File: src/hdl/mp2s_pkg.sv
// Shared types, constants and helpers for the 2x2 max pooling stream block.
// No dependencies; every other file of the block refers to this package.
`timescale 1ns / 1ps

package mp2s_pkg;

  localparam int MAX_WIDTH_DEF = 1024;
  localparam int PIX_W         = 16;
  localparam int VAL_W         = 15;
  localparam int ROW_W         = 10;
  localparam int DIM_W         = 11;
  localparam int STRIDE_W      = 3;
  localparam int MAX_HEIGHT    = 1024;
  localparam int STRIDE_MAX    = 4;
  localparam int FIFO_DEPTH    = 4;
  localparam int FIFO_PTR_W    = $clog2(FIFO_DEPTH);
  localparam int ADDR_W        = 4;
  localparam int DATA_W        = 32;

  typedef enum logic [1:0] {
    REG_FRAME_WIDTH  = 2'd0,
    REG_FRAME_HEIGHT = 2'd1,
    REG_POOL_STRIDE  = 2'd2
  } reg_idx_e;

  typedef struct packed {
    logic [DIM_W-1:0]    frame_width;
    logic [DIM_W-1:0]    frame_height;
    logic [STRIDE_W-1:0] pool_stride;
  } cfg_t;

  // Window slots in output order: up-left, up-right, bottom-left, bottom-right.
  typedef struct packed {
    logic [3:0]              mask;
    logic [3:0][VAL_W-1:0]   val;
    logic [ROW_W-1:0]        up_row;
    logic [ROW_W-1:0]        bot_row;
    logic [ROW_W-1:0]        left_col;
    logic [ROW_W-1:0]        right_col;
    logic                    fe_up;
    logic                    fe_left;
  } entry_t;

  function automatic logic [VAL_W-1:0] pool_max(input logic [VAL_W-1:0] a,
                                                input logic signed [PIX_W-1:0] b);
    logic [VAL_W-1:0] res;
    res = a;
    if (!b[PIX_W-1] && (b[VAL_W-1:0] > a)) begin
      res = b[VAL_W-1:0];
    end
    return res;
  endfunction

endpackage

File: src/hdl/mp2s_cfg.sv
// APB-style register file: frame width, frame height, pool stride.
// Depends on mp2s_pkg; any write pulses restart_o to restart the frame.
`timescale 1ns / 1ps

module mp2s_cfg (
  input  logic                          clk_i,
  input  logic                          rst_ni,
  input  logic                          psel,
  input  logic                          penable,
  input  logic                          pwrite,
  input  logic [mp2s_pkg::ADDR_W-1:0]   paddr,
  input  logic [mp2s_pkg::DATA_W-1:0]   pwdata,
  output logic [mp2s_pkg::DATA_W-1:0]   prdata,
  output logic                          pready,
  output mp2s_pkg::cfg_t                cfg_o,
  output logic                          restart_o
);

  mp2s_pkg::cfg_t   cfg_q;
  mp2s_pkg::reg_idx_e idx;
  logic             wr_en;

  assign idx       = mp2s_pkg::reg_idx_e'(paddr[3:2]);
  assign wr_en     = psel & penable & pwrite;
  assign pready    = 1'b1;
  assign restart_o = wr_en;
  assign cfg_o     = cfg_q;

  always_ff @(posedge clk_i or negedge rst_ni) begin
    if (!rst_ni) begin
      cfg_q.frame_width  <= mp2s_pkg::DIM_W'(32);
      cfg_q.frame_height <= mp2s_pkg::DIM_W'(32);
      cfg_q.pool_stride  <= mp2s_pkg::STRIDE_W'(2);
    end else if (wr_en) begin
      case (idx)
        mp2s_pkg::REG_FRAME_WIDTH:  cfg_q.frame_width  <= pwdata[mp2s_pkg::DIM_W-1:0];
        mp2s_pkg::REG_FRAME_HEIGHT: cfg_q.frame_height <= pwdata[mp2s_pkg::DIM_W-1:0];
        mp2s_pkg::REG_POOL_STRIDE:  cfg_q.pool_stride  <= pwdata[mp2s_pkg::STRIDE_W-1:0];
        default: ;
      endcase
    end
  end

  always_comb begin
    case (idx)
      mp2s_pkg::REG_FRAME_WIDTH:  prdata = mp2s_pkg::DATA_W'(cfg_q.frame_width);
      mp2s_pkg::REG_FRAME_HEIGHT: prdata = mp2s_pkg::DATA_W'(cfg_q.frame_height);
      mp2s_pkg::REG_POOL_STRIDE:  prdata = mp2s_pkg::DATA_W'(cfg_q.pool_stride);
      default:                    prdata = '0;
    endcase
  end

endmodule

File: config.mk
export PLATFORM = sky130hd
export DESIGN_NAME = mp2s_cfg
export DESIGN_NICKNAME = d
export VERILOG_FILES = /design/src/hdl/mp2s_pkg.sv /design/src/hdl/mp2s_cfg.sv
export SDC_FILE = /design/constraint.sdc
export NUM_CORES = 1
export LEC_CHECK = 0
export ABC_AREA = 1
export BUFFER_PORTS_ARGS = -buffer_cell sky130_fd_sc_hd__buf_2
export CORE_AREA = 2 2 62 64
export DETAILED_ROUTE_END_ITERATION = 8
export DIE_AREA = 0 0 64 66
export GPL_TIMING_DRIVEN = 1
export PLACE_DENSITY = 0.82
export SLEW_MARGIN = 10
export SYNTH_ARGS = -nofsm -noshare
export SYNTH_HDL_FRONTEND = slang
export SYNTH_SLANG_ARGS = --single-unit
File: constraint.sdc
create_clock -name clk_i -period 0.8 [get_ports clk_i]
set_input_delay 0 -clock clk_i [delete_from_list [all_inputs] [get_ports clk_i]]
set_output_delay 0 -clock clk_i [all_outputs]
set_load 0.03 [all_outputs]
Word-level counts from Yosys, hierarchy flattened
Cells that the tools add are included.

Bitwise logic cells: 2. Reductions and logical operators: 4. Muxes and demuxes: 1. Eq/ne operators: 2.

Operators with widths (number): $pmux W11 S3 (1); $reduce_and A2 Y1 (3); $and A1 B1 Y1 (2); $eq A2 B1 Y1 const B (1); $eq A2 B2 Y1 const B (1); $logic_not A2 Y1 (1).

Flip-flop bits (word level): 25. Input port bits: 41. Word-level logic and storage cells: 12.

Longest topological paths before layout
Word-level depth: 3. Mapped depth: 7.

Worst setup path after synthesis
No wires, ideal clock.

Path kind: flip-flop to output port. Start: register cfg_q (netlist bit cfg_o[1]). End: output prdata[1] in the netlist's numbering. Arrival time: 918 ps. Required time: 800 ps. Stages on the path, launching flop included: 3. Path slack: -118 ps. Cell sequence: dfstp_2 -> nand2_1 -> nand3_1.

Longest elaborated chain between the ends: 1.

Ends and longest elaborated chain: from (decl) (line mp2s_cfg.sv:19) `mp2s_pkg::cfg_t cfg_q;`; $pmux W11 S3 (line mp2s_cfg.sv:45) `case (idx)`; to (decl) (line mp2s_cfg.sv:13) `output logic [mp2s_pkg::DATA_W-1:0] prdata,`.

Every way passes these cells.

Worst setup path in the final report
Start: register cfg_q (netlist bit cfg_o[19]). End: output prdata[5] in the netlist's numbering.

The elaborated chain is that of the path after synthesis.

==> load_flow_metrics.sql <==
INSERT INTO impl_metrics (metric_group, metric, value, unit) VALUES
('hold_path', 'hold_path_depth', '5', ''),
('finish', 'num_antenna_cells', '0', ''),
('placed_design', 'dp.cells', '286', ''),
('timing', 'setup_ws', '-0.342', 'ns'),
('placed_design', 'gp_routability_congestion', '0.787', ''),
('run', 'cap_viol_max_count', '0', ''),
('critical_path', 'critPathArrivalTime', '1.14', 'ns'),
('timing', 'tns', '-7.84', 'ns'),
('finish', 'final_core_area_utilization', '68.5', '%'),
('routing', 'avgRoutedWirePerCell', '12.3', 'um'),
('critical_path', 'worstPathBufferInverterCount', '1', ''),
('timing', 'grt_setup_unrepaired', 'yes', ''),
('yosys', 'synth_top_cells_by_area', 'dfrtp_1 40%, nand2_1 30%, buf_4 14%', ''),
('power', 'total_leakage_power', '0.00132', 'uW'),
('hold_path', 'hold_path.class', 'primary input to flip-flop', ''),
('clock_tree', 'ctsHtreeMaxLevel', '1', ''),
('grt', 'vias_in_the_first_global_route', '1350', ''),
('status', 'result_of_the_run', 'complete, but fails checks', ''),
('critical_path', 'cpMaxStageDelayCell', 'dfstp_2', ''),
('routing', 'drc_errors', '0', ''),
('die', 'initial_utilization', '38.7', '%'),
('yosys', 'synth_seq_area_share', '45.8', '%'),
('yosys', 'muxShareOfSynthArea', '0', '%'),
('finish', 'layoutNonFillerInstCount', '330', ''),
('die', 'std_cell_rows', '22', ''),
('finish', 'num-nets-final', '324', ''),
('clock_tree', 'clock_tree.root_cell', 'clkbuf_4', ''),
('critical_path', 'crit_path_cell_trace', 'nand2_2 > nand2_4 > buf_6', ''),
('finish', 'post_route_cells_drive_above_1_share', '50.0', '%'),
('yosys', 'syn_avg_cell_area', '7.47', 'um^2'),
('routing', 'detailroute.via_count', '1457', ''),
('die', 'floorplan.die_area', '4220', 'um^2'),
('placed_design', 'place.detailed.hpwl', '2400', 'um'),
('clock_tree', 'cts_made_buffers', '3', ''),
('critical_path', 'timing.rr.start', 'cfg_o[8]$_DFFE_PN1P_', ''),
('critical_path', 'critical-path-max-stage-delay', '0.58', 'ns'),
('critical_path', 'maximum_fanout_along_the_worst_path', '3', ''),
('yosys', 'yosys.area_share.xor_xnor', '0', '%'),
('routing', 'drt.antenna.violating_nets', '0', ''),
('finish', 'layout-area-overhead-vs-synth', '77.0', '%'),
('die', 'fp.dieW', '64', 'um'),
('critical_path', 'worst_setup_path_start_kind', 'flip-flop', ''),
('clock_tree', 'path_clk_slew', '0.14', 'ns'),
('clock_tree', 'cts_tree', 'done', ''),
('die', 'die_height', '66', 'um'),
('die', 'placeableCoreArea', '3550', 'um^2'),
('grt', 'pin_count_of_the_biggest_net_entering_global_routing', '26', ''),
('die', 'ports_placed_on_the_boundary', '100', ''),
('critical_path', 'regToRegSetupSlack', '-0.12', 'ns'),
('yosys', 'netlist-cell-type-count', '14', ''),
('timing', 'setup_viol_count_final', '42', ''),
('yosys', 'yosys_warnings', '0', ''),
('clock_tree', 'clk_latency', '0.31', 'ns'),
('clock_tree', 'numClockSinks', '25', ''),
('power', 'irDropWorstVdd', '0.00104', 'V'),
('timing', 'skew', '0', 'ns'),
('timing', 'finalCritPeriodShare', '143', '%'),
('yosys', 'syn-cell-area', '1370', 'um^2'),
('yosys', 'ys_ff_latch', '25', ''),
('critical_path', 'critical_register_to_register_path_endpoint', 'cfg_o[8]$_DFFE_PN1P_', ''),
('critical_path', 'worst_r2r_path_depth', '4', ''),
('finish', 'largest_register_ffs', '25', ''),
('yosys', 'synth_compound_gate_area_share', '0', '%'),
('yosys', 'dominant_cell_type_by_area_after_synthesis', 'dfrtp_1', ''),
('finish', 'final_area', '2430', 'um^2'),
('status', 'violations', 'setup timing', ''),
('timing', 'max_freq', '0.876', 'GHz'),
('yosys', 'synth_instances', '184', ''),
('timing', 'report.final.slew_viol_count', '0', ''),
('critical_path', 'worst-setup-path-type', 'flip-flop to output pin', ''),
('placed_design', 'buffer_ports.inserted', '54', '');
-- worst reg2reg max path, stage by stage (launching register included) --
cell,delay (ns)
dfstp_2,0.58
buf_6,0.10
buf_6,0.09
nand2_2,0.04
nand2_1,0.07
-- cell families (layout without fill, tap and decap cells) --
| group | Yosys count | count (layout) |
|---|---|---|
| AND/OR/NAND/NOR | 124 | 124 |
| other | 2 | 22 |
| buffers and inverters | 33 | 111 |
| flip-flops | 25 | 25 |
-- repair_timing --
action	in CTS	in global routing
endpoints found under the hold margin	50	0
buffers inserted	14	16
gates resized for setup	71	38
pin swaps	19	15
setup endpoints to repair	36	46
hold buffers	12	0
-- synth_stat cells --
cell type	instances
nor2_4	1
inv_1	4
nand3_2	1
buf_4	26
nand3_1	3
buf_6	2
nand2_2	5
dfrtp_1	22
nor2_2	2
dfstp_2	3
inv_2	1
nand2_1	110
conb_1	2
nor2_1	2
-- layout make-up --
class | count | area [um^2]
Fill cell | 270 | 1120
Clock inverter | 1 | 5.00
Multi-Input combinational cell | 146 | 646
Sequential cell | 25 | 647
Inverter | 5 | 18.8
Clock buffer | 3 | 22.5
Timing Repair Buffer | 102 | 1030
Tap cell | 48 | 60.1
-- per-stage QoR --
stage	power (uW)	hold WS, ns	worst slack, ns
global route	5520	0.114	-0.387
detailed placement	3490	-0.0503	-0.0541
global placement	3460	-0.0498	-0.0236
floorplan	3030	-0.296	-0.0410
finish	5250	0.0816	-0.342
CTS	4750	0.0520	-0.331
-- where the power goes --
group	total (uW)	internal, uW	switching [uW]
sequential	1810	1570	235
clock	554	187	367
combinational	2890	1400	1500
total	5250	3160	2100
-- layer usage --
metal | vias up | track usage (%) | share of wire (%) | wire (um)
met1 | 683 | 23.3 | 40 | 1630
met3 | 10 | 2.90 | 5.9 | 238
met5 | - | 0 | 0 | 0
met4 | 0 | 5.43 | 2.1 | 87
met2 | 62 | 34.8 | 52 | 2100
li1 | 702 | - | - | -
-- worst max-delay path by stage --
stage / from / end / slack [ns] / cells past startpoint
6_report: cfg_o[19]$_DFFE_PN1P_ / prdata[5] / -0.34 / 3
5_1_grt: cfg_o[19]$_DFFE_PN1P_ / prdata[5] / -0.39 / 3
4_1_cts: cfg_o[1]$_DFFE_PN1P_ / prdata[1] / -0.33 / 3
3_5_place_dp: paddr[2] / cfg_o[21]$_DFFE_PN0P_ / -0.05 / 6
3_3_place_gp: cfg_o[8]$_DFFE_PN1P_ / prdata[5] / -0.02 / 3
2_1_floorplan: cfg_o[1]$_DFFE_PN1P_ / prdata[1] / -0.04 / 2
-- cells in the final DEF, fill, tap and decap left out --
cell type / synthesis / routed
clkinv_2: 0 / 1
inv_1: 4 / 4
nand2_2: 5 / 21
buf_2: 0 / 20
dfstp_2: 3 / 3
inv_2: 1 / 1
dlygate4sd3_1: 0 / 12
buf_12: 0 / 5
nor2_4: 1 / 1
buf_4: 26 / 5
nor2_1: 2 / 2
clkbuf_4: 0 / 3
dfrtp_1: 22 / 8
conb_1: 2 / 22
nand2_1: 110 / 93
buf_6: 2 / 60
dfrtp_2: 0 / 14
nor2_2: 2 / 2
nand2_4: 0 / 1
nand3_2: 1 / 4
Note: power is estimated with default switching activity, not from simulation.
