File: src/hdl/mp2s_pkg.sv
// Shared types, constants and helpers for the 2x2 max pooling stream block.
// No dependencies; every other file of the block refers to this package.
`timescale 1ns / 1ps

package mp2s_pkg;

  localparam int MAX_WIDTH_DEF = 1024;
  localparam int PIX_W         = 16;
  localparam int VAL_W         = 15;
  localparam int ROW_W         = 10;
  localparam int DIM_W         = 11;
  localparam int STRIDE_W      = 3;
  localparam int MAX_HEIGHT    = 1024;
  localparam int STRIDE_MAX    = 4;
  localparam int FIFO_DEPTH    = 4;
  localparam int FIFO_PTR_W    = $clog2(FIFO_DEPTH);
  localparam int ADDR_W        = 4;
  localparam int DATA_W        = 32;

  typedef enum logic [1:0] {
    REG_FRAME_WIDTH  = 2'd0,
    REG_FRAME_HEIGHT = 2'd1,
    REG_POOL_STRIDE  = 2'd2
  } reg_idx_e;

  typedef struct packed {
    logic [DIM_W-1:0]    frame_width;
    logic [DIM_W-1:0]    frame_height;
    logic [STRIDE_W-1:0] pool_stride;
  } cfg_t;

  // Window slots in output order: up-left, up-right, bottom-left, bottom-right.
  typedef struct packed {
    logic [3:0]              mask;
    logic [3:0][VAL_W-1:0]   val;
    logic [ROW_W-1:0]        up_row;
    logic [ROW_W-1:0]        bot_row;
    logic [ROW_W-1:0]        left_col;
    logic [ROW_W-1:0]        right_col;
    logic                    fe_up;
    logic                    fe_left;
  } entry_t;

  function automatic logic [VAL_W-1:0] pool_max(input logic [VAL_W-1:0] a,
                                                input logic signed [PIX_W-1:0] b);
    logic [VAL_W-1:0] res;
    res = a;
    if (!b[PIX_W-1] && (b[VAL_W-1:0] > a)) begin
      res = b[VAL_W-1:0];
    end
    return res;
  endfunction

endpackage

File: src/hdl/mp2s_if.sv


interface mp2s_res_if;
  logic                          valid;
  logic                          ready;
  logic [mp2s_pkg::VAL_W-1:0]    pooled_value;
  logic [mp2s_pkg::ROW_W-1:0]    out_row;
  logic [mp2s_pkg::ROW_W-1:0]    out_col;
  logic                          run_last;
  logic                          frame_end;

  modport source (output valid, output pooled_value, output out_row, output out_col,
                  output run_last, output frame_end, input ready);
  modport sink   (input valid, input pooled_value, input out_row, input out_col,
                  input run_last, input frame_end, output ready);
endinterface

File: src/hdl/mp2s_back.sv
// Back end: turns each queued entry into its pooled results, one per ready cycle.
// Depends on mp2s_pkg and mp2s_if; output register decouples the result channel.
`timescale 1ns / 1ps

module mp2s_back (
  input  logic             clk_i,
  input  logic             rst_ni,
  input  logic             empty_i,
  input  mp2s_pkg::entry_t head_i,
  output logic             pop_o,
  mp2s_res_if.source       res
);

  logic [3:0] done_q;
  logic [3:0] rem, sel, rest;
  logic [1:0] idx;
  logic       load, last;
  logic       out_v_q;

  logic [mp2s_pkg::VAL_W-1:0] val_d;
  logic [mp2s_pkg::ROW_W-1:0] row_d, col_d;
  logic                       fe_d;

  always_comb begin
    rem = head_i.mask & ~done_q;
    if (rem[0]) begin
      idx = 2'd0;
    end else if (rem[1]) begin
      idx = 2'd1;
    end else if (rem[2]) begin
      idx = 2'd2;
    end else begin
      idx = 2'd3;
    end
    sel  = 4'b0001 << idx;
    rest = rem & ~sel;
    last = (rest == '0);

    val_d = head_i.val[idx];
    case (idx)
      2'd0: begin
        row_d = head_i.up_row;
        col_d = head_i.left_col;
        fe_d  = head_i.fe_up & head_i.fe_left;
      end
      2'd1: begin
        row_d = head_i.up_row;
        col_d = head_i.right_col;
        fe_d  = head_i.fe_up;
      end
      2'd2: begin
        row_d = head_i.bot_row;
        col_d = head_i.left_col;
        fe_d  = head_i.fe_left;
      end
      default: begin
        row_d = head_i.bot_row;
        col_d = head_i.right_col;
        fe_d  = 1'b1;
      end
    endcase
  end

  assign load      = !empty_i && (!out_v_q || res.ready);
  assign pop_o     = load && last;
  assign res.valid = out_v_q;

  always_ff @(posedge clk_i or negedge rst_ni) begin
    if (!rst_ni) begin
      out_v_q <= 1'b0;
      done_q  <= '0;
    end else begin
      if (load) begin
        out_v_q <= 1'b1;
        done_q  <= last ? '0 : (done_q | sel);
      end else if (res.ready) begin
        out_v_q <= 1'b0;
      end
    end
  end

  always_ff @(posedge clk_i) begin
    if (load) begin
      res.pooled_value <= val_d;
      res.out_row      <= row_d;
      res.out_col      <= col_d;
      res.run_last     <= last;
      res.frame_end    <= fe_d;
    end
  end

endmodule
File: src/flat_wrapper.sv
// flat-port wrapper written by rule: the top's interface ports become plain ports
module mp2s_back_flat 
  (clk_i, rst_ni, empty_i, head_i, pop_o, res_valid, res_pooled_value, res_out_row, res_out_col, res_run_last, res_frame_end, res_ready);
  mp2s_res_if res_i ();
  input  logic clk_i;
  input  logic rst_ni;
  input  logic empty_i;
  input  mp2s_pkg::entry_t head_i;
  output logic pop_o;
  output wire logic [$bits(res_i.valid)-1:0] res_valid;
  output wire logic [$bits(res_i.pooled_value)-1:0] res_pooled_value;
  output wire logic [$bits(res_i.out_row)-1:0] res_out_row;
  output wire logic [$bits(res_i.out_col)-1:0] res_out_col;
  output wire logic [$bits(res_i.run_last)-1:0] res_run_last;
  output wire logic [$bits(res_i.frame_end)-1:0] res_frame_end;
  input wire logic [$bits(res_i.ready)-1:0] res_ready;
  assign res_valid = res_i.valid;
  assign res_pooled_value = res_i.pooled_value;
  assign res_out_row = res_i.out_row;
  assign res_out_col = res_i.out_col;
  assign res_run_last = res_i.run_last;
  assign res_frame_end = res_i.frame_end;
  assign res_i.ready = res_ready;
  mp2s_back u_core (.clk_i(clk_i), .rst_ni(rst_ni), .empty_i(empty_i), .head_i(head_i), .pop_o(pop_o), .res(res_i));
endmodule
File: config.mk
export PLATFORM = sky130hd
export DESIGN_NAME = mp2s_back_flat
export DESIGN_NICKNAME = d
export VERILOG_FILES = /design/src/hdl/mp2s_pkg.sv /design/src/hdl/mp2s_if.sv /design/src/hdl/mp2s_back.sv /design/src/flat_wrapper.sv
export SDC_FILE = /design/constraint.sdc
export NUM_CORES = 1
export LEC_CHECK = 0
export BUFFER_PORTS_ARGS = -buffer_cell sky130_fd_sc_hd__buf_2
export CAP_MARGIN = 20
export CORE_ASPECT_RATIO = 1.2
export CORE_MARGIN = 4
export CORE_UTILIZATION = 36
export DETAILED_ROUTE_END_ITERATION = 12
export GPL_TIMING_DRIVEN = 0
export PLACE_DENSITY = 0.76
export SLEW_MARGIN = 10
export SYNTH_ARGS = -nofsm -noshare
export SYNTH_HDL_FRONTEND = slang
export SYNTH_SLANG_ARGS = --single-unit
File: constraint.sdc
create_clock -name clk_i -period 2 [get_ports clk_i]
set_clock_uncertainty 0.2 [all_clocks]
set_input_delay 0.6 -clock clk_i [delete_from_list [all_inputs] [get_ports clk_i]]
set_output_delay 0.6 -clock clk_i [all_outputs]
set_load 0.01 [all_outputs]
# After elaboration in Yosys (flattened, before gate mapping)
# Cells that the tools add are included.
# W data, S select, Z words.
# word_totals
regBits	42
elab_cells	38
input_bits	110
output_inout_bits	39
# op_classes
muxes	11
shift	1
reduce_logical	10
n_bitwise	6
n_lt_le_gt_ge	1
eq_ne	2
# op_table
cell	n
$bmux W15 S2	1
$mux W10	2
$mux W15	1
$and A4 B4 Y4	2
$not A4 Y4	2
$logic_not A4 Y1	1
$mux W2	2
$mux W4	1
$or A4 B4 Y4	1
$reduce_or A2 Y1	2
$shl A1 B2 Y4 const A	1
$lt A2 B3 Y1 const B	1
$mux W1	3
$pmux W1 S3	1
$eq A2 B1 Y1 const B	1
$eq A2 B2 Y1 const B	1
$logic_and A1 B1 Y1	2
$logic_not A1 Y1	2
$logic_not A2 Y1	1
$reduce_bool A2 Y1	1
$and A1 B1 Y1	1
$logic_or A1 B1 Y1	1

# Depth between registers and ports, before layout
# logic_depth
word_depth	10
mapped_depth	6
depth_no_buf	5

# Worst setup path after synthesis
# OpenSTA, ideal clock, no wires.
# synth_path
path_kind	input -> output
startpoint	input head_i[103] (netlist name)
endpoint	output pop_o
stages	3
path_buffers	0
slack_ns	-0.265
required_time_ns	1.200
arrival_time_ns	1.465
cell_sequence	and2b_4 > maj3_2 > a311oi_4
# synth_via
elab_chain_cells	8
# synth_lines
item	line	rtl
start: declaration	flat_wrapper.sv:8	input mp2s_pkg::entry_t head_i;
$and A4 B4 Y4 (*)	mp2s_back.sv:25	rem = head_i.mask & ~done_q;
$mux W2	mp2s_back.sv:28	end else if (rem[1]) begin
$mux W2	mp2s_back.sv:26	if (rem[0]) begin
$shl A1 B2 Y4	mp2s_back.sv:35	sel = 4'b0001 << idx;
$not A4 Y4	mp2s_back.sv:36	rest = rem & ~sel;
$and A4 B4 Y4 (*)	mp2s_back.sv:36	
$logic_not A4 Y1 (*)	mp2s_back.sv:37	last = (rest == '0);
$logic_and A1 B1 Y1 (*)	mp2s_back.sv:65	assign pop_o = load && last;
end: declaration	flat_wrapper.sv:9	output logic pop_o;
# Mark *: on every way between the ends. The rest lies on a longest branch, timed or not.

# Worst setup path after layout
# Same ends and word-level chain as after synthesis.

==> reports/results.txt <==
f_max: 413 MHz
Post-synth EDFFs: 37
Mapped Nets: 254
DRC: 0
Max-slew headroom: 69.4%
Avg Inst Size Synth: 14.0 sq um
Vias per Instance: 4.87
Sw Pwr: 0.836 mW
crit end category: output pin
Power Density: 905 nW/um^2
Worst setup SP type: primary input
vias: 1,802
count of final setup violators: 1
grt total ovfl: 0
largest cells by area after synthesis: edfxtp_1 (55%), a22oi_1 (11%), mux2_2 (11%)
Core Area: 5370 sq um
RSZ-0062 raised after global routing: yes
WL final: 5550 um
maxcap violations: 0
status: complete, but fails checks
most common cell in the netlist: edfxtp_1
worst-path fanout max: 3
die width: 76.2 um
most instantiated cells after synthesis: edfxtp_1 (37), a22oi_1 (30), mux2_2 (19)
CTS root buf: clkbuf_8
number of synthesized register bits: 42
top_reg_cell synth: edfxtp_1
wire length per cell: 15.0 um
clk sink count: 42
Final #Nets: 417
drt pass-1 iters: 4
DIE HEIGHT: 89.9 um
maximum vdd ir drop: 442 uV
Min Clock Period, post-route: 2.42 ns
share of cells above drive strength 1: 65.6%
Post-Syn Area: 2010 sq um
Worst Path Arrival: 1.62 ns
Post-Syn Instances: 144
Worst Max-Slew Pin Slew: 0.458 ns
Placer Congestion: 0.817
DP Wirelength: 4330 um
I/O pins: 149
Starting DRT DRC Count: 32
CTS Buf Count: 5
clock share of power: 18.7%
CP required: 1.20 ns
Die Area: 6850 sq um
final hold violations: 0
Starting Density: 37.5%
post-synth top area share: 55.2%
YS warnings: 0
sw frac: 30.4%
Crit path largest cell delay: 0.34 ns
CP Cell Sequence: buf_6 > and2b_4 > maj3_2 > a311oi_4 > buf_2
sequential area share after synthesis: 61.4%
Routed Antenna Nets: 0
Yosys cell types: 23
Setup WS post-layout: -0.423 ns
P_leak: 1.41 nW
cell internal pwr: 1.92 mW
GRT Util Overall: 16.0%
Final Hold Slack: 0.268 ns
slowest stage cell, crit path: maj3_2
failing checks: negative setup slack
clock buffer depth: 2
n_diodes: 0
vias in the first global route: 1,825
Yosys top cell by area: edfxtp_1
final worst path period share: 121%
Max H-tree Level: 2
part of the power in registers: 43.4%
post-synthesis async set-or-reset flop share: 11.9%
initial antenna violation count: 0
P&R area growth vs syn: 51.1%
I/O Buffers: 148
num rows: 29
HP Class: in -> reg
WS Path Type: in -> out
total chip power: 2.75 mW
pin count of the biggest net entering global routing: 22
CTS tree: built
Comb pwr share: 37.9%
fin. max-slew vios: 0
latest clock arrival within the worst-skew pair: 0.29 ns
Worst-path clk slew: 0.08 ns
first-pass GRT wire length: 8710 um
-- power by group through the flow --
stage                     Sequential, mW  Combinational (mW)  Clock, mW
after detailed placement            1.22               0.984          0
after floorplan                     1.27               0.592          0
after CTS                           1.20                1.03      0.539
after global routing                1.21                1.14      0.569
after global placement              1.21               0.961          0
final                               1.19                1.04      0.516
-- routing by layer --
| layer | part of all wire (%) | vias up | GRT usage (%) |
|---|---|---|---|
| met5 | 0 | - | 0 |
| li1 | - | 889 | - |
| met1 | 37 | 810 | 16.7 |
| met4 | 0.68 | 0 | 4.53 |
| met2 | 52 | 99 | 29.5 |
| met3 | 11 | 4 | 6.20 |
-- cells in the final DEF, fill, tap and decap left out --
master	netlist	final
a31oi_1	2	2
buf_6	1	6
nand2b_4	0	2
a21oi_1	3	3
dlygate4sd3_1	0	1
clkinv_2	0	1
o22a_1	1	1
a22oi_2	0	2
dfrtp_1	5	5
nor2_4	0	1
maj3_2	1	1
and2b_4	3	3
buf_2	2	146
a22oi_1	30	28
nand2_1	16	16
nor2_2	1	1
nor2_1	6	5
clkbuf_2	0	1
mux2_1	1	1
a311oi_4	1	1
clkbuf_1	1	1
nand3_1	1	1
edfxtp_1	37	37
clkinvlp_4	0	2
mux2_2	19	19
inv_1	2	1
nor3_4	2	2
clkbuf_8	0	5
nand2b_1	5	3
a21oi_2	1	1
clkinv_1	0	1
buf_4	3	8
-- cell type report --
class,instances,area (sq um)
fill,460,2330
sequential,42,1240
timing repair buffer,155,815
multi-input combinational,93,753
tap,62,77.6
clock buffer,6,72.6
buffer,7,58.8
inverter,2,11.3
clock inverter,2,8.76
timing repair inverter,1,7.51
-- final timing paths --
check / from / endpoint / slack [ns] / cells after the start
setup / recovery: head_i[103] / pop_o / -0.42 / 5
hold / removal: empty_i / u_core.res.valid$_DFFE_PN0P_ / 0.27 / 2
setup reg to reg: u_core.done_q[0]$_DFFE_PN0P_ / u_core.res.out_col[8]$_DFFE_PP_ / 0.05 / 6
hold reg to reg: u_core.done_q[2]$_DFFE_PN0P_ / u_core.done_q[2]$_DFFE_PN0P_ / 0.31 / 2
max in group asynchronous: rst_ni / u_core.done_q[2]$_DFFE_PN0P_ / 1.02 / 2
min in group asynchronous: rst_ni / u_core.res.valid$_DFFE_PN0P_ / 0.45 / 2
-- worst max-delay path, delay by kind of cell --
family / cells / cell delay [ns]
AO/OA/AOI/OAI: 1 / 0.24
adder cells (fa/ha/maj): 1 / 0.34
buffers and inverters: 2 / 0.29
AND/OR/NAND/NOR: 1 / 0.16
-- stage by stage --
step | instance area (sq um) | worst slack [ns] | TNS, ns | util, % | std cells
floorplan | 2030 | -0.208 | -0.365 | - | 144
global placement | 2850 | -0.515 | -21.19 | 53.1 | 354
detailed placement | 2850 | -0.547 | -22.52 | 53.1 | 354
CTS | 3020 | -0.482 | -0.482 | 56.2 | 370
global route | 3040 | -0.486 | -0.686 | 56.6 | 370
finish | 3040 | -0.423 | -0.423 | 56.6 | 370
-- timing repair --
action,CTS,global route
pin swaps,2,2
endpoints found under the setup margin,42,29
gates resized for setup,5,8
cloned,1,0
hold buffers,1,0
buffers inserted,6,0
hold endpoints to repair,5,0
-- state kept, by name (all words and copies together) (netlist names) --
register and flops:
u_core.res.out_col 10, u_core.res.valid 1, u_core.res.run_last 1, u_core.res.frame_end 1, u_core.res.pooled_value 15, u_core.done_q 4, u_core.res.out_row 10
-- logic make-up (layout without fill, tap and decap cells) --
logic type	after synthesis	in the layout	share of synthesized area, %
AND/OR/NAND/NOR	34	34	9.33
buffers and inverters	9	173	2.74
flip-flops	42	42	61.4
multiplexers	20	20	11.2
adder cells (fa/ha/maj)	1	1	0.560
AO/OA/AOI/OAI	38	38	14.7
(Power assumes the default switching activity.)
