`config.mk`:
```
export PLATFORM = sky130hd
export DESIGN_NAME = mp2s_fifo
export DESIGN_NICKNAME = d
export VERILOG_FILES = /design/src/hdl/mp2s_pkg.sv /design/src/hdl/mp2s_fifo.sv
export SDC_FILE = /design/constraint.sdc
export NUM_CORES = 1
export LEC_CHECK = 0
export ABC_AREA = 1
export BUFFER_PORTS_ARGS = -buffer_cell sky130_fd_sc_hd__buf_2
export CAP_MARGIN = 20
export CORE_MARGIN = 4
export CORE_UTILIZATION = 60
export CTS_BUF_LIST = sky130_fd_sc_hd__clkbuf_16
export CTS_CLUSTER_SIZE = 8
export DETAILED_ROUTE_END_ITERATION = 8
export PLACE_DENSITY = 0.82
export SLEW_MARGIN = 20
export SYNTH_ARGS = -nofsm -noshare
export SYNTH_HDL_FRONTEND = slang
export SYNTH_SLANG_ARGS = --single-unit
```
`constraint.sdc`:
```
create_clock -name clk_i -period 9.4 [get_ports clk_i]
set_clock_uncertainty 0.05 [all_clocks]
set_input_delay 2.82 -clock clk_i [delete_from_list [all_inputs] [get_ports clk_i]]
set_output_delay 2.82 -clock clk_i [all_outputs]
set_load 0.02 [all_outputs]
```
`src/hdl/mp2s_pkg.sv`:
```
// Shared types, constants and helpers for the 2x2 max pooling stream block.
// No dependencies; every other file of the block refers to this package.
`timescale 1ns / 1ps

package mp2s_pkg;

  localparam int MAX_WIDTH_DEF = 1024;
  localparam int PIX_W         = 16;
  localparam int VAL_W         = 15;
  localparam int ROW_W         = 10;
  localparam int DIM_W         = 11;
  localparam int STRIDE_W      = 3;
  localparam int MAX_HEIGHT    = 1024;
  localparam int STRIDE_MAX    = 4;
  localparam int FIFO_DEPTH    = 4;
  localparam int FIFO_PTR_W    = $clog2(FIFO_DEPTH);
  localparam int ADDR_W        = 4;
  localparam int DATA_W        = 32;

  typedef enum logic [1:0] {
    REG_FRAME_WIDTH  = 2'd0,
    REG_FRAME_HEIGHT = 2'd1,
    REG_POOL_STRIDE  = 2'd2
  } reg_idx_e;

  typedef struct packed {
    logic [DIM_W-1:0]    frame_width;
    logic [DIM_W-1:0]    frame_height;
    logic [STRIDE_W-1:0] pool_stride;
  } cfg_t;

  // Window slots in output order: up-left, up-right, bottom-left, bottom-right.
  typedef struct packed {
    logic [3:0]              mask;
    logic [3:0][VAL_W-1:0]   val;
    logic [ROW_W-1:0]        up_row;
    logic [ROW_W-1:0]        bot_row;
    logic [ROW_W-1:0]        left_col;
    logic [ROW_W-1:0]        right_col;
    logic                    fe_up;
    logic                    fe_left;
  } entry_t;

  function automatic logic [VAL_W-1:0] pool_max(input logic [VAL_W-1:0] a,
                                                input logic signed [PIX_W-1:0] b);
    logic [VAL_W-1:0] res;
    res = a;
    if (!b[PIX_W-1] && (b[VAL_W-1:0] > a)) begin
      res = b[VAL_W-1:0];
    end
    return res;
  endfunction

endpackage

```
`src/hdl/mp2s_fifo.sv`:
```
// Short entry queue between front and back ends.
// Depends on mp2s_pkg for the entry type and depth.
`timescale 1ns / 1ps

module mp2s_fifo (
  input  logic             clk_i,
  input  logic             rst_ni,
  input  logic             push_i,
  input  mp2s_pkg::entry_t entry_i,
  output logic             full_o,
  input  logic             pop_i,
  output mp2s_pkg::entry_t head_o,
  output logic             empty_o
);

  localparam int PW = mp2s_pkg::FIFO_PTR_W;

  mp2s_pkg::entry_t slot_q [mp2s_pkg::FIFO_DEPTH];
  logic [PW-1:0]    wr_q, rd_q;
  logic [PW:0]      cnt_q;

  assign full_o  = (cnt_q == (PW+1)'(mp2s_pkg::FIFO_DEPTH));
  assign empty_o = (cnt_q == '0);
  assign head_o  = slot_q[rd_q];

  always_ff @(posedge clk_i) begin
    if (push_i) begin
      slot_q[wr_q] <= entry_i;
    end
  end

  always_ff @(posedge clk_i or negedge rst_ni) begin
    if (!rst_ni) begin
      wr_q  <= '0;
      rd_q  <= '0;
      cnt_q <= '0;
    end else begin
      if (push_i) begin
        wr_q <= wr_q + PW'(1);
      end
      if (pop_i) begin
        rd_q <= rd_q + PW'(1);
      end
      if (push_i && !pop_i) begin
        cnt_q <= cnt_q + (PW+1)'(1);
      end else if (pop_i && !push_i) begin
        cnt_q <= cnt_q - (PW+1)'(1);
      end
    end
  end

endmodule

```
Word level (Yosys, flattened, before mapping)
Memory sizes are Yosys's and may differ from the RTL's.
Cells that the tools add are included.
Operators by class
  add/subtract/negate cells: 4
  multipliers: 0
  div/mod/pow operators: 0
  order comparisons: 0
  equality and inequality tests: 1
  shifts and indexed selects: 0
  multiplexer cells: 4
  bitwise operators: 0
  reduce and logical (&&, ||, !) cells: 6
Operators by type and width (count)
  3-bit two-way mux: 2
  2-bit by 1-bit adder with 2-bit output, second input constant: 2
  3-bit by 1-bit adder with 3-bit output, second input constant: 1
  3-bit == test, second input constant: 1
  3-bit zero test: 1
  3-bit by 1-bit subtractor with 3-bit output, second input constant: 1
  1-bit logical AND: 2
  1-bit zero test: 2
  1-bit two-way mux: 2
  2-bit nonzero test: 1
Word-level totals
  bits in registers: 7
  bits in latches: 0
  memory bits (writable): 424
  ROM bits: 0
  input port bits: 110
  output and inout bits: 108
  memories: 1
Memory list
  slot_q: words 4, bits a word 106, read ports 1, clocked after Yosys merged registers in 0, write ports 1, RTL line mp2s_fifo.sv:18  | mp2s_pkg::entry_t slot_q [mp2s_pkg::FIFO_DEPTH];

Logic depth before layout (Yosys ltp)
Gate-level depths: netlist (run 1).
  depth after elaboration: 4
  mapped depth: 9
  mapped depth without buffers: 9

Least setup slack after synthesis (run 1)
Ideal clock, no wire load.
  path type: input to register
  from: in push_i
  to: mem slot_q[0][0] in the netlist's numbering, enable pin
  arrival: 5163 ps
  data required time: 8890 ps
  path slack: 3728 ps
  stages on the path: 3
  path buffers: 1
  path through: clkbuf_1 > nand2_1 > inv_1
On the way
  longest elaborated chain between the ends: 2
RTL lines
  start: declaration: RTL line mp2s_fifo.sv:8  | input logic push_i,
  1-bit two-way mux: RTL line mp2s_fifo.sv:27  | if (push_i) begin
  1-bit two-way mux (not written as such): RTL line mp2s_fifo.sv:28  | slot_q[wr_q] <= entry_i;
  end: declaration: RTL line mp2s_fifo.sv:18
No other way between the ends.

==> results of run 1 <==
-- kinds of logic after synthesis --
kind of cell / share of synthesized area
compound gates: 0.0936
xor+xnor: 0.00205
fa+ha+maj: 0.00484
buf+inv: 0.0686
flops: 0.757
simple gates: 0.0741
-- routing by layer --
layer / share of wire / GRT usage / vias up / routed length (µm)
li1: - / - / 4894 / -
met1: 0.40 / 0.286 / 4816 / 13500
met2: 0.50 / 0.364 / 356 / 16800
met3: 0.066 / 0.0435 / 79 / 2210
met4: 0.031 / 0.0754 / 6 / 1030
met5: 0.00083 / 0 / - / 28
-- stage by stage --
step	setup WS (ns)	instance area [µm²]	hold slack, ns	std cells
finish	3.38	20000	0.460	1905
global placement	3.98	18400	0.432	1816
floorplan	3.73	17100	0.413	1284
global route	3.20	20000	0.492	1905
CTS	3.34	20000	0.459	1902
detailed placement	3.93	18400	0.447	1816
-- worst min-delay path, delay by kind of cell, from the launching register on --
kind | cells | cell delay, ns
flops | 1 | 0.36
simple gates | 2 | 0.11
-- cell usage in the layout, fill, tap and decap left out, drive strengths merged --
cell type,synthesis,final
dfrtp,7,7
clkbuf,25,61
inv,224,249
nor3,2,2
edfxtp,424,424
nand4,1,1
nand3,1,1
xor2,3,3
xnor2,1,1
o21ai,1,1
diode,0,2
buf,46,226
o211ai,212,212
ha,5,5
fa,1,1
nand2,331,331
-- registers in the layout, summed over array words and instances, names as in the netlist --
register / count
slot_q: 424
cnt_q: 3
wr_q: 2
rd_q: 2
-- power groups by stage --
stage | registers [mW] | clock network [mW] | logic, mW
4_1_cts | 2.72 | 1.85 | 2.24
3_3_place_gp | 2.74 | 0 | 2.18
6_report | 2.68 | 1.83 | 2.26
2_1_floorplan | 2.65 | 0 | 1.62
5_1_grt | 2.71 | 1.95 | 2.49
3_5_place_dp | 2.75 | 0 | 2.22
-- layout make-up --
type,instances,area (µm²)
fillers,1737,7900
diodes,2,5.00
inverters,224,853
clock inverters,25,93.8
multi-input cells,558,2980
clock buffers,61,1530
repair buffers,226,1190
flip-flops and latches,431,12900
well taps,378,473
-- path summary, 6_finish.rpt --
check | end | slack (ns) | depth (start not counted)
setup / recovery | head_o[2] | 3.38 | 5
hold / removal | cnt_q[2] | 0.46 | 2
setup reg to reg | slot_q[0][50] | 6.82 | 5
hold reg to reg | cnt_q[2] | 0.46 | 2
max in group asynchronous | rd_q[1] | 7.07 | 1
min in group asynchronous | cnt_q[0] | 2.05 | 1
==> results.py, run 1 <==
metrics = {
    "run_status": {
        "status": "finished clean",
    },
    "critical_path": {
        "crit_path_top_delay_cell": "dfrtp_4",
        "crit_path_end_kind": "output pin",
        "worstPathMaxFanout": 59,
        "worstSetupStartpoint": "rd_q[1]",
        "worstSetupStartpointType": "flip-flop",
        "arrival_ns": 3.15,
        "critPathBufInv": 3,
        "cp.required_ns": 6.53,
        "worstSetupPathType": "reg -> out",
        "r2r-start": "wr_q[0]",
        "cp_top_family": "buffers and inverters",
        "path_cells": "inv_4 -> buf_4 -> o211ai_1 -> nand2_1 -> buf_2",
        "cpPeakStageDelay_ns": 0.75,
    },
    "synthesis": {
        "synth_edf_count": 424,
        "avgSynthCellArea_um2": 13.3,
        "synth_area_leaders": "edfxtp_1, o211ai_1, nand2_1, inv_1, buf_2",
        "synthArstFlopShare": 0.0162,
        "netlist_instances": 1284,
        "synth_top_cell_by_area": "edfxtp_1",
        "synth-seq-cells": 431,
        "synth_top_area_frac": 0.747,
        "synth_nets": 1400,
        "synth_most_common_cell": "edfxtp_1",
        "synth-main-ff-cell": "edfxtp_1",
        "synth_seq_area_share": 0.757,
        "netlist_area_um2": 17100,
        "yosysWarnings": 0,
        "yosysUniqueCellTypes": 18,
        "synthTopCellsByCount": "edfxtp_1, nand2_1, inv_1, o211ai_1, buf_2",
    },
    "clock_network": {
        "clock_sinks": 431,
        "hold_buffers": 0,
        "clock_latency_ns": 0.54,
        "cts_tree": "built",
        "path_clk_slew_ns": 0.05,
        "root_buffer": "clkbuf_16",
        "cts_max_path_buffers": 3,
        "h-tree-depth": 2,
        "post-cts-setup-buffer-count": 0,
        "numCtsBuffers": 59,
        "cts_resized": 0,
    },
    "global_routing": {
        "grt_max_degree": 235,
        "grtUsageTotal": 0.216,
        "overflow": 0,
        "grt_pass1_wl_um": 53100,
        "antenna_found_initial": 5,
        "grt_pass1_vias": 10200,
    },
    "drt": {
        "drc": 0,
        "drtPass1Iterations": 5,
        "drtAntennaViolNets": 0,
        "route.vias.total": 10200,
        "wl_um": 33600,
        "dr.first_iter.drc_count": 917,
        "routedWlPerCell_um": 17.7,
        "viasPerCell": 5.33,
    },
    "pwr": {
        "netSwitchingPower_mw": 2.45,
        "total_power_mw": 6.76,
        "switching_share": 0.362,
        "intPower_mw": 4.31,
        "seqPwrFrac": 0.396,
        "clock_power_share": 0.270,
        "p_leak_nw": 8.17,
        "peakVddDrop_mv": 0.257,
        "combPwrFrac": 0.334,
        "p_per_area_nw_per_um2": 338,
    },
    "cells_and_area": {
        "synthToLayoutAreaGrowth_pct": 17.4,
        "layout-drive-gt1-share": 0.193,
        "final_util": 0.717,
        "finalNetCount": 1616,
    },
    "timing": {
        "relSlewSlack": 0.325,
        "fin_tns_setup_ns": 0,
        "tightest_slew_ns": 1.01,
        "post-route-period-util": 0.640,
        "period_minus_slack_ns": 6.02,
        "setup_viol": 0,
        "maxSlewViolCount": 0,
        "hold_viol_final": 0,
        "timing.fmax_mhz": 166,
        "grt_setup_unrepaired": "false",
    },
    "floorplanning": {
        "ios": 218,
        "start_util": 0.611,
        "die_height_um": 177,
        "fp.dieW_um": 177,
        "rows": 61,
        "die-area_um2": 31200,
        "core_area_um2": 27900,
    },
    "place": {
        "port_buffers": 217,
        "place_congestion": 0.774,
        "dp_hpwl_um": 19300,
    },
    "hold_path": {
        "hp-class": "reg -> reg",
        "hold_start": "cnt_q[2]",
    },
    "job": {
        "max_cap_violations": 0,
    },
}
No activity file was read; power rests on OpenSTA's default activity.
==> inputs of run 2 (changes only) <==
Settings changed: CORE_UTILIZATION 60 to 58, PLACE_DENSITY 0.82 to 0.8.
Clock period 9.4 ns to 5.95 ns, I/O delays scaled along.
==> run 2 against run 1 <==
Against the previous run: total power grew 58%; clock power grew 58%; die area grew 3.3%; sequential share of layout area shrank 0.21 points; clock-buffer cell count is the same.
==> results.py, run 2 (synthesis results as in run 1) <==
metrics = {
    "run_status": {
        "status": "finished clean",
    },
    "critical_path": {
        "ff2ff_setup_slack_ns": 3.63,
        "worstSetupStartpoint": "rd_q[1]",
        "cp.required_ns": 4.12,
        "crit_path_end_kind": "output pin",
        "crit_path_top_delay_cell": "inv_4",
        "r2r-start": "wr_q[0]",
        "worstSetupStartpointType": "flip-flop",
        "worstPathMaxFanout": 77,
        "path_cells": "inv_4 -> buf_4 -> o211ai_1 -> nand2_1 -> buf_2",
        "arrival_ns": 2.96,
        "cpPeakStageDelay_ns": 0.82,
        "worstSetupPathType": "reg -> out",
    },
    "clock_network": {
        "numCtsBuffers": 59,
        "clock_latency_ns": 0.55,
        "clock_sinks": 431,
        "hold_buffers": 0,
        "cts_resized": 0,
        "cts_tree": "built",
        "path_clk_slew_ns": 0.05,
        "cts_max_path_buffers": 3,
        "root_buffer": "clkbuf_16",
        "h-tree-depth": 2,
        "post-cts-setup-buffer-count": 0,
    },
    "drt": {
        "dr.first_iter.drc_count": 708,
        "drc": 0,
        "viasPerCell": 5.29,
        "route.vias.total": 10100,
        "routedWlPerCell_um": 17.8,
        "drtAntennaViolNets": 0,
        "drtPass1Iterations": 5,
        "wl_um": 34100,
    },
    "hold_path": {
        "hp-class": "reg -> reg",
        "hold_start": "cnt_q[2]",
    },
    "cells_and_area": {
        "finalNetCount": 1621,
        "layout_commonest_cell": "edfxtp_1",
        "reg_top3": "slot_q x424, cnt_q x3",
        "largest_reg_flops": 424,
        "fillers": 1904,
        "layout-drive-gt1-share": 0.195,
        "fin_cells": 1917,
        "regMostFlops": "slot_q",
        "synthToLayoutAreaGrowth_pct": 17.8,
        "final_cell_mix": "edfxtp_1, nand2_1, inv_1",
    },
    "pwr": {
        "p_per_area_nw_per_um2": 532,
        "peakVddDrop_mv": 0.342,
        "p_leak_nw": 8.19,
    },
    "floorplanning": {
        "die-area_um2": 32200,
        "ios": 218,
        "start_util": 0.591,
        "core_area_um2": 28900,
        "die_height_um": 179,
        "fp.dieW_um": 179,
        "rows": 62,
    },
    "timing": {
        "fin_tns_setup_ns": 0,
        "timing.fmax_mhz": 208,
        "relSlewSlack": 0.331,
        "fin_ws_ns": 1.15,
        "post-route-period-util": 0.806,
        "period_minus_slack_ns": 4.80,
        "hold_viol_final": 0,
        "setup_viol": 0,
        "maxSlewViolCount": 0,
        "grt_setup_unrepaired": "false",
        "tightest_slew_ns": 1.00,
    },
    "global_routing": {
        "antenna_found_initial": 6,
        "grt_pass1_vias": 10200,
        "grt_max_degree": 120,
        "overflow": 0,
        "grt_pass1_wl_um": 52900,
        "grtUsageTotal": 0.204,
    },
    "place": {
        "place_congestion": 0.732,
        "dpl.cell_count": 1828,
        "post-place-ws_ns": 1.74,
        "port_buffers": 217,
        "dp_hpwl_um": 19500,
    },
    "job": {
        "max_cap_violations": 0,
    },
}
-- run 2: final timing paths --
kind,end,cells past startpoint
max in group asynchronous,rd_q[1],1
worst max register to register,slot_q[0][68],5
worst max-delay path,head_o[51],5
worst min-delay path,cnt_q[2],2
worst min register to register,cnt_q[2],2
min in group asynchronous,cnt_q[2],1
-- run 2: cell type report --
cell class	count	area [µm²]	area share
well taps	384	480	0.0239
repair buffers	231	1240	0.0618
diodes	3	7.51	0.000374
inverters	224	853	0.0425
multi-input cells	558	2980	0.148
clock inverters	25	93.8	0.00467
clock buffers	61	1530	0.0760
flip-flops and latches	431	12900	0.643
-- run 2: per-stage QoR --
stage / cell area [µm²] / total power, mW / util / hold slack, ns
after floorplan: 17100 / 6.74 / - / 0.413
after global placement: 18500 / 7.80 / 0.640 / 0.442
after detailed placement: 18500 / 7.90 / 0.640 / 0.439
after CTS: 20100 / 10.8 / 0.696 / 0.450
after global routing: 20100 / 11.3 / 0.696 / 0.474
final: 20100 / 10.7 / 0.696 / 0.450
-- run 2: worst max-delay path, delay by kind of cell, from the launching register on --
| family | cells | cell delay, ns |
|---|---|---|
| buf+inv | 3 | 1.35 |
| flops | 1 | 0.72 |
| compound gates | 1 | 0.16 |
| simple gates | 1 | 0.09 |
-- run 2: where the power goes --
group	internal, mW	switching (mW)	leakage [nW]	total (mW)
Combinational	1.06	2.47	3.33	3.53
Clock	1.79	1.11	0.885	2.90
Sequential	3.98	0.279	3.98	4.26
-- run 2: per-layer routing --
metal  part of all wire  vias to the layer above  wire length (µm)  GRT usage
met5             0.0014                        -                48          0
met2               0.52                      275             17600      0.359
met1               0.40                     4885             13700      0.256
met3              0.057                       63              1940     0.0410
li1                   -                     4915                 -          -
met4              0.022                        8               744     0.0686
